## src/zero_run_length_decoder_assert.svh

```systemverilog
// Assertion macros for the zero run-length decoder.
// Included by modules that carry concurrent checks; needs nothing else.
`ifndef ZERO_RUN_LENGTH_DECODER_ASSERT_SVH
`define ZERO_RUN_LENGTH_DECODER_ASSERT_SVH
`ifndef SYNTHESIS
// same-cycle implication
`define ZRLD_ASSERT_NOW(label, clk, rst, ante, cons) \
   label: assert property (@(posedge clk) disable iff (rst) (ante) |-> (cons)) \
      else $error("zrld check failed");
// next-cycle implication
`define ZRLD_ASSERT_NEXT(label, clk, rst, ante, cons) \
   label: assert property (@(posedge clk) disable iff (rst) (ante) |=> (cons)) \
      else $error("zrld check failed");
`else
`define ZRLD_ASSERT_NOW(label, clk, rst, ante, cons)
`define ZRLD_ASSERT_NEXT(label, clk, rst, ante, cons)
`endif
`endif

```

## src/zrld_pkg.sv

```systemverilog
// Package for the zero run-length decoder: control byte codes and the
// control byte decode. No dependencies.
package zrld_pkg;

   localparam logic [7:0] CTRL_MIXED      = 8'h80;
   localparam logic [7:0] CTRL_ZEROS      = 8'h40;
   localparam logic [7:0] MASK_RUN        = 8'h3f;
   localparam logic [7:0] MASK_MIXED_LIT  = 8'h0f;
   localparam logic [2:0] MASK_MIXED_ZERO = 3'h7;

   localparam int RUN_W   = 6;
   localparam int COUNT_W = 16;

   typedef struct packed {
      logic [RUN_W-1:0] zeros;
      logic [RUN_W-1:0] literals;
   } ctrl_decode_type;

   function automatic ctrl_decode_type decode_ctrl(input logic [7:0] b);
      ctrl_decode_type d;
      logic [7:0]      run;
      logic [7:0]      lit;
      run = b & MASK_RUN;
      lit = b & MASK_MIXED_LIT;
      if ((b & CTRL_MIXED) != 8'h00) begin
         d.zeros    = {3'b000, b[6:4] & MASK_MIXED_ZERO};
         d.literals = lit[RUN_W-1:0];
      end else if ((b & CTRL_ZEROS) != 8'h00) begin
         d.zeros    = run[RUN_W-1:0];
         d.literals = '0;
      end else begin
         d.zeros    = '0;
         d.literals = run[RUN_W-1:0];
      end
      return d;
   endfunction

endpackage

```

## src/zero_run_length_decoder.sv

```systemverilog
// Zero run-length decoder top level: sequencer, emit counter and CSR.
// Depends on zrld_pkg and zero_run_length_decoder_assert.svh.
//
// One compressed byte is taken per req transfer. While literals are pending
// the byte is passed through as one result; otherwise it is a control byte
// that loads the pending literal count and emits its zero bytes. An empty
// control byte needs no emit step; a literal is transferred, then emitted
// or dropped; a control byte with zeros is transferred, then emits them one
// by one, takes a single dropping step when the limit is already met, and
// stops early when the limit falls inside the run. Throughput is set by the
// single emit unit (one run counter, one increment and two limit compares
// of the output count) that produces at most one result per cycle, with
// req_tready low while it runs. Results sit in an output register, so a
// stalled rsp side only holds the emit unit. Once the output count reaches
// output_limit (CSR at byte address 0) further results are dropped, though
// bytes are still decoded; req_tuser set clears the count and pending
// literals ahead of its byte. No clearing pass is needed after reset.
`include "zero_run_length_decoder_assert.svh"

module zero_run_length_decoder (
   input  logic        clock,
   input  logic        reset,
   // input stream
   input  logic        req_tvalid,
   output logic        req_tready,
   input  logic [7:0]  req_tdata,   // [7:0] in_byte
   input  logic        req_tuser,   // [0] start_of_stream
   // result stream
   output logic        rsp_tvalid,
   input  logic        rsp_tready,
   output logic [7:0]  rsp_tdata,   // [7:0] out_byte
   output logic        rsp_tlast,   // last_of_item
   output logic        rsp_tuser,   // [0] limit_reached
   // configuration
   input  logic        csr_psel,
   input  logic        csr_penable,
   input  logic        csr_pwrite,
   input  logic [2:0]  csr_paddr,
   input  logic [31:0] csr_pwdata,
   output logic [31:0] csr_prdata,
   output logic        csr_pready
);

   localparam logic ST_IDLE = 1'b0;
   localparam logic ST_RUN  = 1'b1;
   localparam logic REG_OUTPUT_LIMIT = 1'b0;

   localparam int RW = zrld_pkg::RUN_W;
   localparam int CW = zrld_pkg::COUNT_W;

   logic          state_ff, state_in;
   logic [RW-1:0] lit_ff, lit_in;          // literals still expected
   logic [RW-1:0] run_ff, run_in;          // results left for this byte
   logic [7:0]    value_ff, value_in;      // byte being emitted
   logic [CW-1:0] produced_ff, produced_in;
   logic [CW-1:0] limit_ff, limit_in;
   logic          rsp_valid_ff, rsp_valid_in;
   logic [7:0]    rsp_data_ff, rsp_data_in;
   logic          rsp_last_ff, rsp_last_in;
   logic          rsp_hit_ff, rsp_hit_in;

   logic                      req_xfer;
   logic                      csr_write;
   logic                      slot_free;
   logic                      under_limit;
   logic                      emit;
   logic                      emit_last;
   logic                      hit;
   logic [CW-1:0]             produced_next;
   logic [RW-1:0]             lit_cur;
   zrld_pkg::ctrl_decode_type dec;

   assign req_tready = (state_ff == ST_IDLE);
   assign req_xfer   = req_tvalid && req_tready;
   assign csr_pready = 1'b1;
   assign csr_write  = csr_psel && csr_penable && csr_pwrite && csr_pready;
   assign csr_prdata = (csr_paddr[2] == REG_OUTPUT_LIMIT) ? {16'h0000, limit_ff} : 32'h0;

   // shared emit unit: one increment and two compares against the limit
   assign slot_free     = !rsp_valid_ff || rsp_tready;
   assign under_limit   = produced_ff < limit_ff;
   assign produced_next = produced_ff + {{(CW-1){1'b0}}, 1'b1};
   assign hit           = (produced_next == limit_ff);
   assign emit          = (state_ff == ST_RUN) && slot_free && under_limit;
   assign emit_last     = (run_ff == {{(RW-1){1'b0}}, 1'b1}) || hit;

   assign lit_cur = req_tuser ? '0 : lit_ff;
   assign dec     = zrld_pkg::decode_ctrl(req_tdata);

   always_comb begin
      state_in    = state_ff;
      lit_in      = lit_ff;
      run_in      = run_ff;
      value_in    = value_ff;
      produced_in = produced_ff;
      unique case (state_ff)
         ST_IDLE: begin
            if (req_xfer) begin
               if (req_tuser) begin
                  produced_in = '0;
               end
               if (lit_cur != '0) begin
                  // pending literal: pass byte through
                  lit_in   = lit_cur - {{(RW-1){1'b0}}, 1'b1};
                  run_in   = {{(RW-1){1'b0}}, 1'b1};
                  value_in = req_tdata;
                  state_in = ST_RUN;
               end else begin
                  lit_in   = dec.literals;
                  run_in   = dec.zeros;
                  value_in = 8'h00;
                  if (dec.zeros != '0) begin
                     state_in = ST_RUN;
                  end
               end
            end
         end
         ST_RUN: begin
            if (slot_free) begin
               if (!under_limit) begin
                  // limit met: rest of the run is dropped
                  run_in   = '0;
                  state_in = ST_IDLE;
               end else begin
                  produced_in = produced_next;
                  run_in      = run_ff - {{(RW-1){1'b0}}, 1'b1};
                  if (emit_last) begin
                     run_in   = '0;
                     state_in = ST_IDLE;
                  end
               end
            end
         end
         default: state_in = ST_IDLE;
      endcase
   end

   always_comb begin
      rsp_valid_in = rsp_valid_ff && !rsp_tready;
      rsp_data_in  = rsp_data_ff;
      rsp_last_in  = rsp_last_ff;
      rsp_hit_in   = rsp_hit_ff;
      if (emit) begin
         rsp_valid_in = 1'b1;
         rsp_data_in  = value_ff;
         rsp_last_in  = emit_last;
         rsp_hit_in   = hit;
      end
   end

   always_comb begin
      limit_in = limit_ff;
      if (csr_write && (csr_paddr[2] == REG_OUTPUT_LIMIT)) begin
         limit_in = csr_pwdata[CW-1:0];
      end
   end

   always_ff @(posedge clock) begin
      if (reset) begin
         state_ff     <= ST_IDLE;
         lit_ff       <= '0;
         run_ff       <= '0;
         produced_ff  <= '0;
         limit_ff     <= '1;
         rsp_valid_ff <= 1'b0;
      end else begin
         state_ff     <= state_in;
         lit_ff       <= lit_in;
         run_ff       <= run_in;
         produced_ff  <= produced_in;
         limit_ff     <= limit_in;
         rsp_valid_ff <= rsp_valid_in;
      end
   end

   always_ff @(posedge clock) begin
      value_ff    <= value_in;
      rsp_data_ff <= rsp_data_in;
      rsp_last_ff <= rsp_last_in;
      rsp_hit_ff  <= rsp_hit_in;
   end

   assign rsp_tvalid = rsp_valid_ff;
   assign rsp_tdata  = rsp_data_ff;
   assign rsp_tlast  = rsp_last_ff;
   assign rsp_tuser  = rsp_hit_ff;

   `ZRLD_ASSERT_NOW(a_emit_has_work, clock, reset, emit, run_ff != '0)
   `ZRLD_ASSERT_NEXT(a_last_ends_run, clock, reset, emit && emit_last, state_ff == ST_IDLE)
   `ZRLD_ASSERT_NEXT(a_count_steps, clock, reset, emit, produced_ff == $past(produced_next))
   `ZRLD_ASSERT_NOW(a_idle_no_run, clock, reset, state_ff == ST_IDLE, run_ff == '0)

endmodule

```

## config.mk

```make
export PLATFORM = sky130hd
export DESIGN_NAME = zero_run_length_decoder
export DESIGN_NICKNAME = d
export VERILOG_FILES = /design/src/zrld_pkg.sv /design/src/zero_run_length_decoder.sv
export VERILOG_INCLUDE_DIRS = /design/src /design/src/src
export SDC_FILE = /design/constraint.sdc
export NUM_CORES = 1
export LEC_CHECK = 0
export CAP_MARGIN = 40
export CORE_ASPECT_RATIO = 0.9
export CORE_MARGIN = 5
export CORE_UTILIZATION = 45
export DETAILED_ROUTE_END_ITERATION = 8
export DONT_BUFFER_PORTS = 1
export SLEW_MARGIN = 20
export SYNTH_ARGS = -nofsm -noshare
export SYNTH_HDL_FRONTEND = slang
export SYNTH_SLANG_ARGS = --single-unit
```

## constraint.sdc

```tcl
create_clock -name clock -period 6.8 [get_ports clock]
set_clock_uncertainty 0.1 [all_clocks]
set_input_delay 0.68 -clock clock [delete_from_list [all_inputs] [get_ports clock]]
set_output_delay 0.68 -clock clock [all_outputs]
set_load 0.02 [all_outputs]
```

# Word-level counts from Yosys, hierarchy flattened
# Index checks and enable logic that the tools add are counted.
# word_totals
register_bits	64
in_bits	51
out_inout_bits	45
# op_classes
add_sub_neg	3
magnitude_cmp	1
eq_ne	6
mux	24
bitwise	2
reduce_logical	16
# op_table
operator	n
$mux 16	5
$mux 6	7
$pmux 16 s2	1
$mux 12	2
$add 16x1->16 const B	1
$eq 16x16->1	1
$lt 16x16->1	1
$pmux 6 s2	1
$reduce_bool 6->1	2
$sub 6x1->6 const B	2
$ne 2x1->1 const B	4
$logic_and 1x1->1	7
$mux 1	7
$eq 6x1->1 const B	1
$reduce_and 2->1	2
$reduce_and 4->1	1
$logic_not 1->1	2
$logic_or 1x1->1	2
$not 1->1	2
$pmux 1 s2	1

# Longest topological paths before layout
# Gate-level depths: netlist of the first run.
# depth
word_depth	7
depth_mapped	11
depth_no_buf	10

# Worst setup path before layout of the first run
# No wires, ideal clock.
# synth_timing
kind	register to register
from	register limit_ff[3]
to	register produced_ff[5]
setup_ns	0.091
arrival_time_ns	2.535
slack_ns	4.074
path_stages_with_launch	10
n_path_buf	0
synth_period_minus_slack_ns	2.726
cell_sequence	dfxtp_1 -> inv_1 -> ha_1 -> a2111oi_0 -> a221o_1 -> a211o_1 -> nand3_1 -> nor2_1 -> a21oi_1 -> a311oi_1
# synth_via
elab_chain_len	3
# synth_lines
element	line	rtl
from (decl)	zero_run_length_decoder.sv:56	logic [CW-1:0] limit_ff, limit_in;
from (signal assigned)	zero_run_length_decoder.sv:171	limit_ff <= limit_in;
$lt 16x16->1	zero_run_length_decoder.sv:81	assign under_limit = produced_ff < limit_ff;
$ne 2x1->1 (no line)	-	
$reduce_and 4->1 (no line)	-	
to (signal assigned)	zero_run_length_decoder.sv:170	produced_ff <= produced_in;
to (decl)	zero_run_length_decoder.sv:55	logic [CW-1:0] produced_ff, produced_in;
# Every way passes these cells.
# A chain may end at the register's enable or synchronous reset.

# Worst setup path after layout of the first run
# layout_timing
from	register state_ff
to	register produced_ff[2]
# layout_via
elab_chain_len	4
# layout_lines
element	line	rtl
from (decl)	zero_run_length_decoder.sv:51	logic state_ff, state_in;
from (signal assigned)	zero_run_length_decoder.sv:167	state_ff <= state_in;
$not 1->1 *	-	
net req_tready	zero_run_length_decoder.sv:25	output logic req_tready,
$logic_and 1x1->1	zero_run_length_decoder.sv:74	assign req_xfer = req_tvalid && req_tready;
$ne 2x1->1 (no line)	-	
$reduce_and 4->1 (no line)	-	
# Mark *: on every way through the listed nets, which the timed path passes. The rest lies on a longest branch.

==> impl_metrics.ini, run 1 <==
[run_status]
outcome = finished clean

[yosys]
synth-async-reset-ratio = 0
yosysWarnings = 0
synth-edff-count = 18
synth_cell_types = 65
ys_ff_latch = 64
syn_area_per_cell_um2 = 8.56
syn_area_um2 = 4070
seq_area_frac_synth = 0.359
syn_inst = 475
synth_ff_type = dfxtp_1

[power]
combPwrFrac = 0.166
p_clk_frac = 0.378
power.switching_mw = 0.305
ir_worst_vdd_mv = 0.112
switching_share = 0.307
power.leakage_nw = 1.75
power_density_nw_per_um2 = 231
power.share.sequential = 0.456
intPower_mw = 0.690

[clocking]
cts.path.max_buffers = 2
cts_sinks = 64
numCtsBuffers = 9
hold_buffers = 0
cts_max_level = 3
clk_latency_ns = 0.35
cts_setup_buffers = 0
cts_resized = 0
cts_root_buffer = clkbuf_8
tritoncts = built
clk_pin_slew_ns = 0.08

[floorplanning]
fp.dieW_um = 110
die_y_um = 100
ios = 96
initial_core_util = 0.468
rows = 32
die-area_um2 = 11000
core_region_area_um2 = 8690

[sta]
report.final.slew_viol_count = 0
relSlewSlack = 0.464
final-setup-viol-count = 0
tightest_slew_ns = 0.804
whs_ns = 0.287
post-route-period-util = 0.512
hold_viol_final = 0
min_period_ns = 3.48
rsz0062_at_grt = no
fin_ws_ns = 3.32
fmax_mhz = 287
fin_tns_setup_ns = 0

[global_route]
gr-total-overflow = 0
grt_pass1_wl_mm = 15.7
grt_max_degree = 30
grtUsageTotal = 0.179
antenna_found_initial = 0
grt_pass1_vias = 3200

[placement]
dp.cells = 572
place_ws_ns = 3.33
dp_hpwl_mm = 6.99
placed_area_um2 = 4080
portBuffers = 0
place.gp.congestion = 0.839

[setup_path]
startpoint_type = flip-flop
worstPathArrival_ns = 3.68
worstPathMaxFanout = 23
worstPathRequired_ns = 7.00
worst-setup-path-type = reg -> reg
endpoint_kind = flip-flop

[layout]
fin_nets = 535
postLayoutCellArea_um2 = 4300
layout-drive-gt1-share = 0.0682
synthToLayoutAreaGrowth_pct = 5.85
finalNonFillerCells = 588
antenna_cells = 0

[routing]
avgViaCountPerCell = 5.66
routedWlPerCell_um = 16.1
num_vias = 3330
dr.pass1.iters = 4
routed_wl_mm = 9.45
drtIter0Drc = 114
ant_nets = 0
post-route-drc-count = 0

[worst_hold_path]
min_path_type = in -> reg

[flow_run]
maxCapViolCount = 0
[cells in the final DEF (no fill, tap or decap), types with 3 or more instances in the layout]
| cell type | netlist | layout |
|---|---|---|
| buf_4 | 17 | 3 |
| nand2b_1 | 4 | 4 |
| or4_1 | 4 | 4 |
| dfxtp_1 | 46 | 46 |
| a221oi_1 | 4 | 4 |
| ha_1 | 20 | 20 |
| edfxtp_1 | 18 | 18 |
| a21o_1 | 8 | 8 |
| o21ai_0 | 16 | 16 |
| a311oi_1 | 8 | 8 |
| nand3_1 | 10 | 10 |
| inv_1 | 30 | 30 |
| or3_1 | 5 | 5 |
| nor3_1 | 19 | 19 |
| a21oi_1 | 25 | 25 |
| xnor2_1 | 13 | 13 |
| o211ai_1 | 18 | 18 |
| xor2_1 | 5 | 5 |
| mux2i_1 | 3 | 3 |
| a41oi_1 | 3 | 3 |
| nor4_1 | 5 | 5 |
| o22ai_1 | 4 | 4 |
| conb_1 | 2 | 17 |
| a211oi_1 | 6 | 6 |
| nand4_1 | 8 | 8 |
| nor2_1 | 37 | 37 |
| nor2b_1 | 4 | 4 |
| nand2_1 | 49 | 49 |
| o21a_1 | 6 | 6 |
| and2_1 | 10 | 10 |
| nor3b_1 | 4 | 4 |
| a31oi_1 | 5 | 5 |
| clkbuf_8 | 0 | 9 |
[worst paths after layout]
path	start	slack (ns)	cells past startpoint	end
hold / removal	reset	0.29	1	run_ff[5]$_SDFFE_PP0P_
setup / recovery	state_ff$_SDFF_PP0_	3.32	6	produced_ff[2]$_SDFFE_PP0P_
hold reg to reg	value_ff[2]$_SDFFCE_PP0P_	0.32	0	rsp_tdata[2]$_DFFE_PP_
setup reg to reg	state_ff$_SDFF_PP0_	3.32	6	produced_ff[2]$_SDFFE_PP0P_
[metal layers]
layer	track usage	share of wire	up-vias
met5	0	0	-
met4	0.0483	0.010	0
met3	0.0437	0.045	8
met2	0.281	0.47	80
met1	0.247	0.47	1569
li1	-	-	1673
[state kept, by name (all words and copies together), names as in the netlist]
register,count
rsp_tdata,8
state_ff,1
produced_ff,16
run_ff,6
value_ff,8
limit_ff,16
rsp_tlast,1
lit_ff,6
rsp_tuser,1
rsp_tvalid,1
[cell families (layout without fill, tap and decap cells)]
| family | Yosys count | count (layout) | share of synthesized area |
|---|---|---|---|
| xor gates and xnor gates | 18 | 18 | 0.0388 |
| muxes | 3 | 3 | 0.00739 |
| DFF | 64 | 64 | 0.359 |
| AOI/OAI and AO/OA | 122 | 122 | 0.219 |
| buffers and inverters | 72 | 51 | 0.0856 |
| other | 2 | 17 | 0.00185 |
| adders and majority gates | 20 | 20 | 0.0616 |
| and+or+nand+nor | 174 | 174 | 0.227 |
[final cells by class]
class / count / area (um2)
clock buffer: 9 / 124
clock inverter: 7 / 103
fill: 837 / 4390
inverter: 31 / 116
multi-input combinational: 354 / 2310
sequential: 64 / 1460
tap: 119 / 149
timing repair buffer: 4 / 37.5
[worst max-delay path: stages, from the launching register on]
cell and delay [ns]:
dfxtp_1 0.83, clkinv_1 0.59, a211oi_1 0.41, nand3_1 0.35
or4_1 0.77, nor3b_1 0.25, a31o_2 0.12
[power by group through the flow]
stage          logic (mW)  registers [mW]  clock network, mW
3_3_place_gp        0.160           0.462                  0
2_1_floorplan       0.146           0.453                  0
3_5_place_dp        0.164           0.463                  0
6_report            0.165           0.454              0.377
4_1_cts             0.165           0.454              0.389
5_1_grt             0.185           0.457              0.405
[cell usage after synthesis (all sizes together) (3+ instances only)]
cell type,n,area (um2)
nor4,6,52.6
nor3,20,111
o22ai,4,25.0
nor2b,4,25.0
o21a,6,45.0
or4,4,30.0
a21o,9,68.8
a41oi,3,26.3
xor2,5,43.8
a211oi,6,45.0
a311oi,9,96.4
xnor2,13,114
a21oi,25,125
nor3b,4,30.0
o211ai,18,135
or3,5,31.3
nor2,37,139
and2,10,62.6
edfxtp,18,541
nand2,49,184
nand3,11,60.1
nand2b,4,25.0
dfxtp,46,921
nand4,10,92.6
inv,30,113
mux2i,3,30.0
a221oi,4,35.0
o21ai,18,90.1
buf,23,164
ha,20,250
clkbuf,18,67.6
a31oi,6,52.6
[per-stage QoR]
stage / power, mW / utilization
final: 0.996 / 0.495
after global routing: 1.05 / 0.495
after CTS: 1.01 / 0.495
after detailed placement: 0.627 / 0.469
after global placement: 0.621 / 0.467
after floorplan: 0.599 / -
(Power assumes the default switching activity.)
==> run 2, diff against run 1 <==
- clock period: 6.8 -> 3.2 ns (I/O delays scaled with it)
==> impl_metrics.ini, run 2 (same netlist as run 1, synthesis figures left out) <==
[sta]
rsz0062_at_grt = no
fin_ws_ns = 0.192
fin_tns_setup_ns = 0
final-setup-viol-count = 0
fmax_mhz = 332
report.final.slew_viol_count = 0
hold_viol_final = 0
min_period_ns = 3.01
post-route-period-util = 0.940
tightest_slew_ns = 0.840
relSlewSlack = 0.438

[layout]
finalNonFillerCells = 598
largest_registers = limit_ff: 16 flops, produced_ff: 16 flops
fin_nets = 545
layout-drive-gt1-share = 0.0856
postLayoutCellArea_um2 = 4380
antenna_cells = 0
synthToLayoutAreaGrowth_pct = 7.79
layout.cells.most_common_list = nand2_1 (49), dfxtp_1 (46), nor2_1 (37)
final_common_cell = nand2_1

[power]
ir_worst_vdd_mv = 0.230
power.leakage_nw = 1.80
power_density_nw_per_um2 = 486

[setup_path]
worstPathArrival_ns = 3.14
r2r_setup_slack_ns = 0.19
worstPathRequired_ns = 3.33
r2r_cells = 9
worstPathMaxFanout = 10
endpoint_kind = flip-flop
worst-setup-path-type = reg -> reg
startpoint_type = flip-flop
reg2reg_from = produced_ff[1]$_SDFFE_PP0P_
r2r-end = run_ff[0]$_SDFFE_PP0P_

[routing]
routed_wl_mm = 9.84
ant_nets = 0
post-route-drc-count = 0
drtIter0Drc = 152
avgViaCountPerCell = 5.71
routedWlPerCell_um = 16.4
dr.pass1.iters = 5
num_vias = 3413

[global_route]
grt_pass1_vias = 3258
gr-total-overflow = 0
grt_max_degree = 24
antenna_found_initial = 0
grtUsageTotal = 0.182
grt_pass1_wl_mm = 16.0

[clocking]
cts_max_level = 3
numCtsBuffers = 9
cts.path.max_buffers = 2
cts_setup_buffers = 0
cts_sinks = 64
clk_pin_slew_ns = 0.08
cts_root_buffer = clkbuf_8
tritoncts = built
clk_latency_ns = 0.34

[floorplanning]
fp.dieW_um = 110
die-area_um2 = 11000
ios = 96
initial_core_util = 0.468
core_region_area_um2 = 8690
die_y_um = 100
rows = 32

[worst_hold_path]
min_path_type = in -> reg
holdCritStartpoint = csr_pwdata[5]
min_to = limit_ff[5]$_SDFFE_PP1P_
hold_depth = 2

[run_status]
outcome = finished clean

[placement]
portBuffers = 0
place_ws_ns = 0.213
dp.cells = 581
dp_hpwl_mm = 7.29
placed_area_um2 = 4140
place.gp.congestion = 0.889

[flow_run]
maxCapViolCount = 0
==> run 2: cell types whose count changed in the layout (fill, tap and decap cells not counted) <==
| cell | change |
|---|---|
| buf_4 | +9 |
| a2111oi_1 | +1 |
| a2111oi_0 | -1 |
| dlygate4sd3_1 | +1 |
==> run 2: power breakdown <==
part | switching [mW] | total [mW] | internal, mW
Combinational | 0.247 | 0.377 | 0.130
Sequential | 0.0547 | 0.954 | 0.899
Clock | 0.350 | 0.797 | 0.447
Total | 0.652 | 2.13 | 1.48
==> run 2: through the flow <==
stage | total power, mW | utilization | hold WS (ns)
final | 2.13 | 0.504 | 0.0151
after global routing | 2.23 | 0.504 | 0.0168
after CTS | 2.15 | 0.504 | 0.00608
after detailed placement | 1.34 | 0.477 | 0.299
after global placement | 1.33 | 0.474 | 0.296
after floorplan | 1.27 | - | 0.300
==> run 2: per-layer routing <==
metal / routed length, um / part of all wire / GRT usage
met5: 0 / 0 / 0
met4: 138 / 0.014 / 0.0483
met3: 423 / 0.043 / 0.0334
met2: 4640 / 0.47 / 0.299
met1: 4630 / 0.47 / 0.244
==> run 2: what timing repair did <==
item                       CTS  global route
gates resized for setup      0             1
hold buffers                 1             0
setup endpoints to repair    0            14
hold endpoints to repair    19             0
==> run 2: area by class of cell <==
type                            instances  area (um2)
Clock inverter                          7         103
Sequential cell                        64        1460
Inverter                               31         116
Timing Repair Buffer                   14         115
Tap cell                              119         149
Clock buffer                            9         124
Fill cell                             856        4310
Multi-Input combinational cell        354        2310
==> run 2: how the worst max path moves through the flow <==
| stage | start | endpoint | slack (ns) | cells past startpoint |
|---|---|---|---|---|
| floorplan | limit_ff[3]$_SDFFE_PP1P_ | produced_ff[5]$_SDFFE_PP0P_ | 0.47 | 9 |
| global route | produced_ff[1]$_SDFFE_PP0P_ | run_ff[0]$_SDFFE_PP0P_ | 0.03 | 9 |
| detailed placement | produced_ff[1]$_SDFFE_PP0P_ | run_ff[0]$_SDFFE_PP0P_ | 0.21 | 9 |
| global placement | produced_ff[1]$_SDFFE_PP0P_ | run_ff[0]$_SDFFE_PP0P_ | 0.24 | 9 |
| finish | produced_ff[1]$_SDFFE_PP0P_ | run_ff[0]$_SDFFE_PP0P_ | 0.19 | 9 |
| CTS | produced_ff[1]$_SDFFE_PP0P_ | run_ff[0]$_SDFFE_PP0P_ | 0.20 | 9 |
==> run 2: worst max-delay path: stages, from the launching register on <==
cell      delay (ns)
dfxtp_1         0.42
ha_1            0.30
nand3_2         0.23
or3_1           0.39
a21o_1          0.16
a221o_1         0.38
a311oi_4        0.28
a31oi_4         0.20
and3_1          0.23
o221a_1         0.21
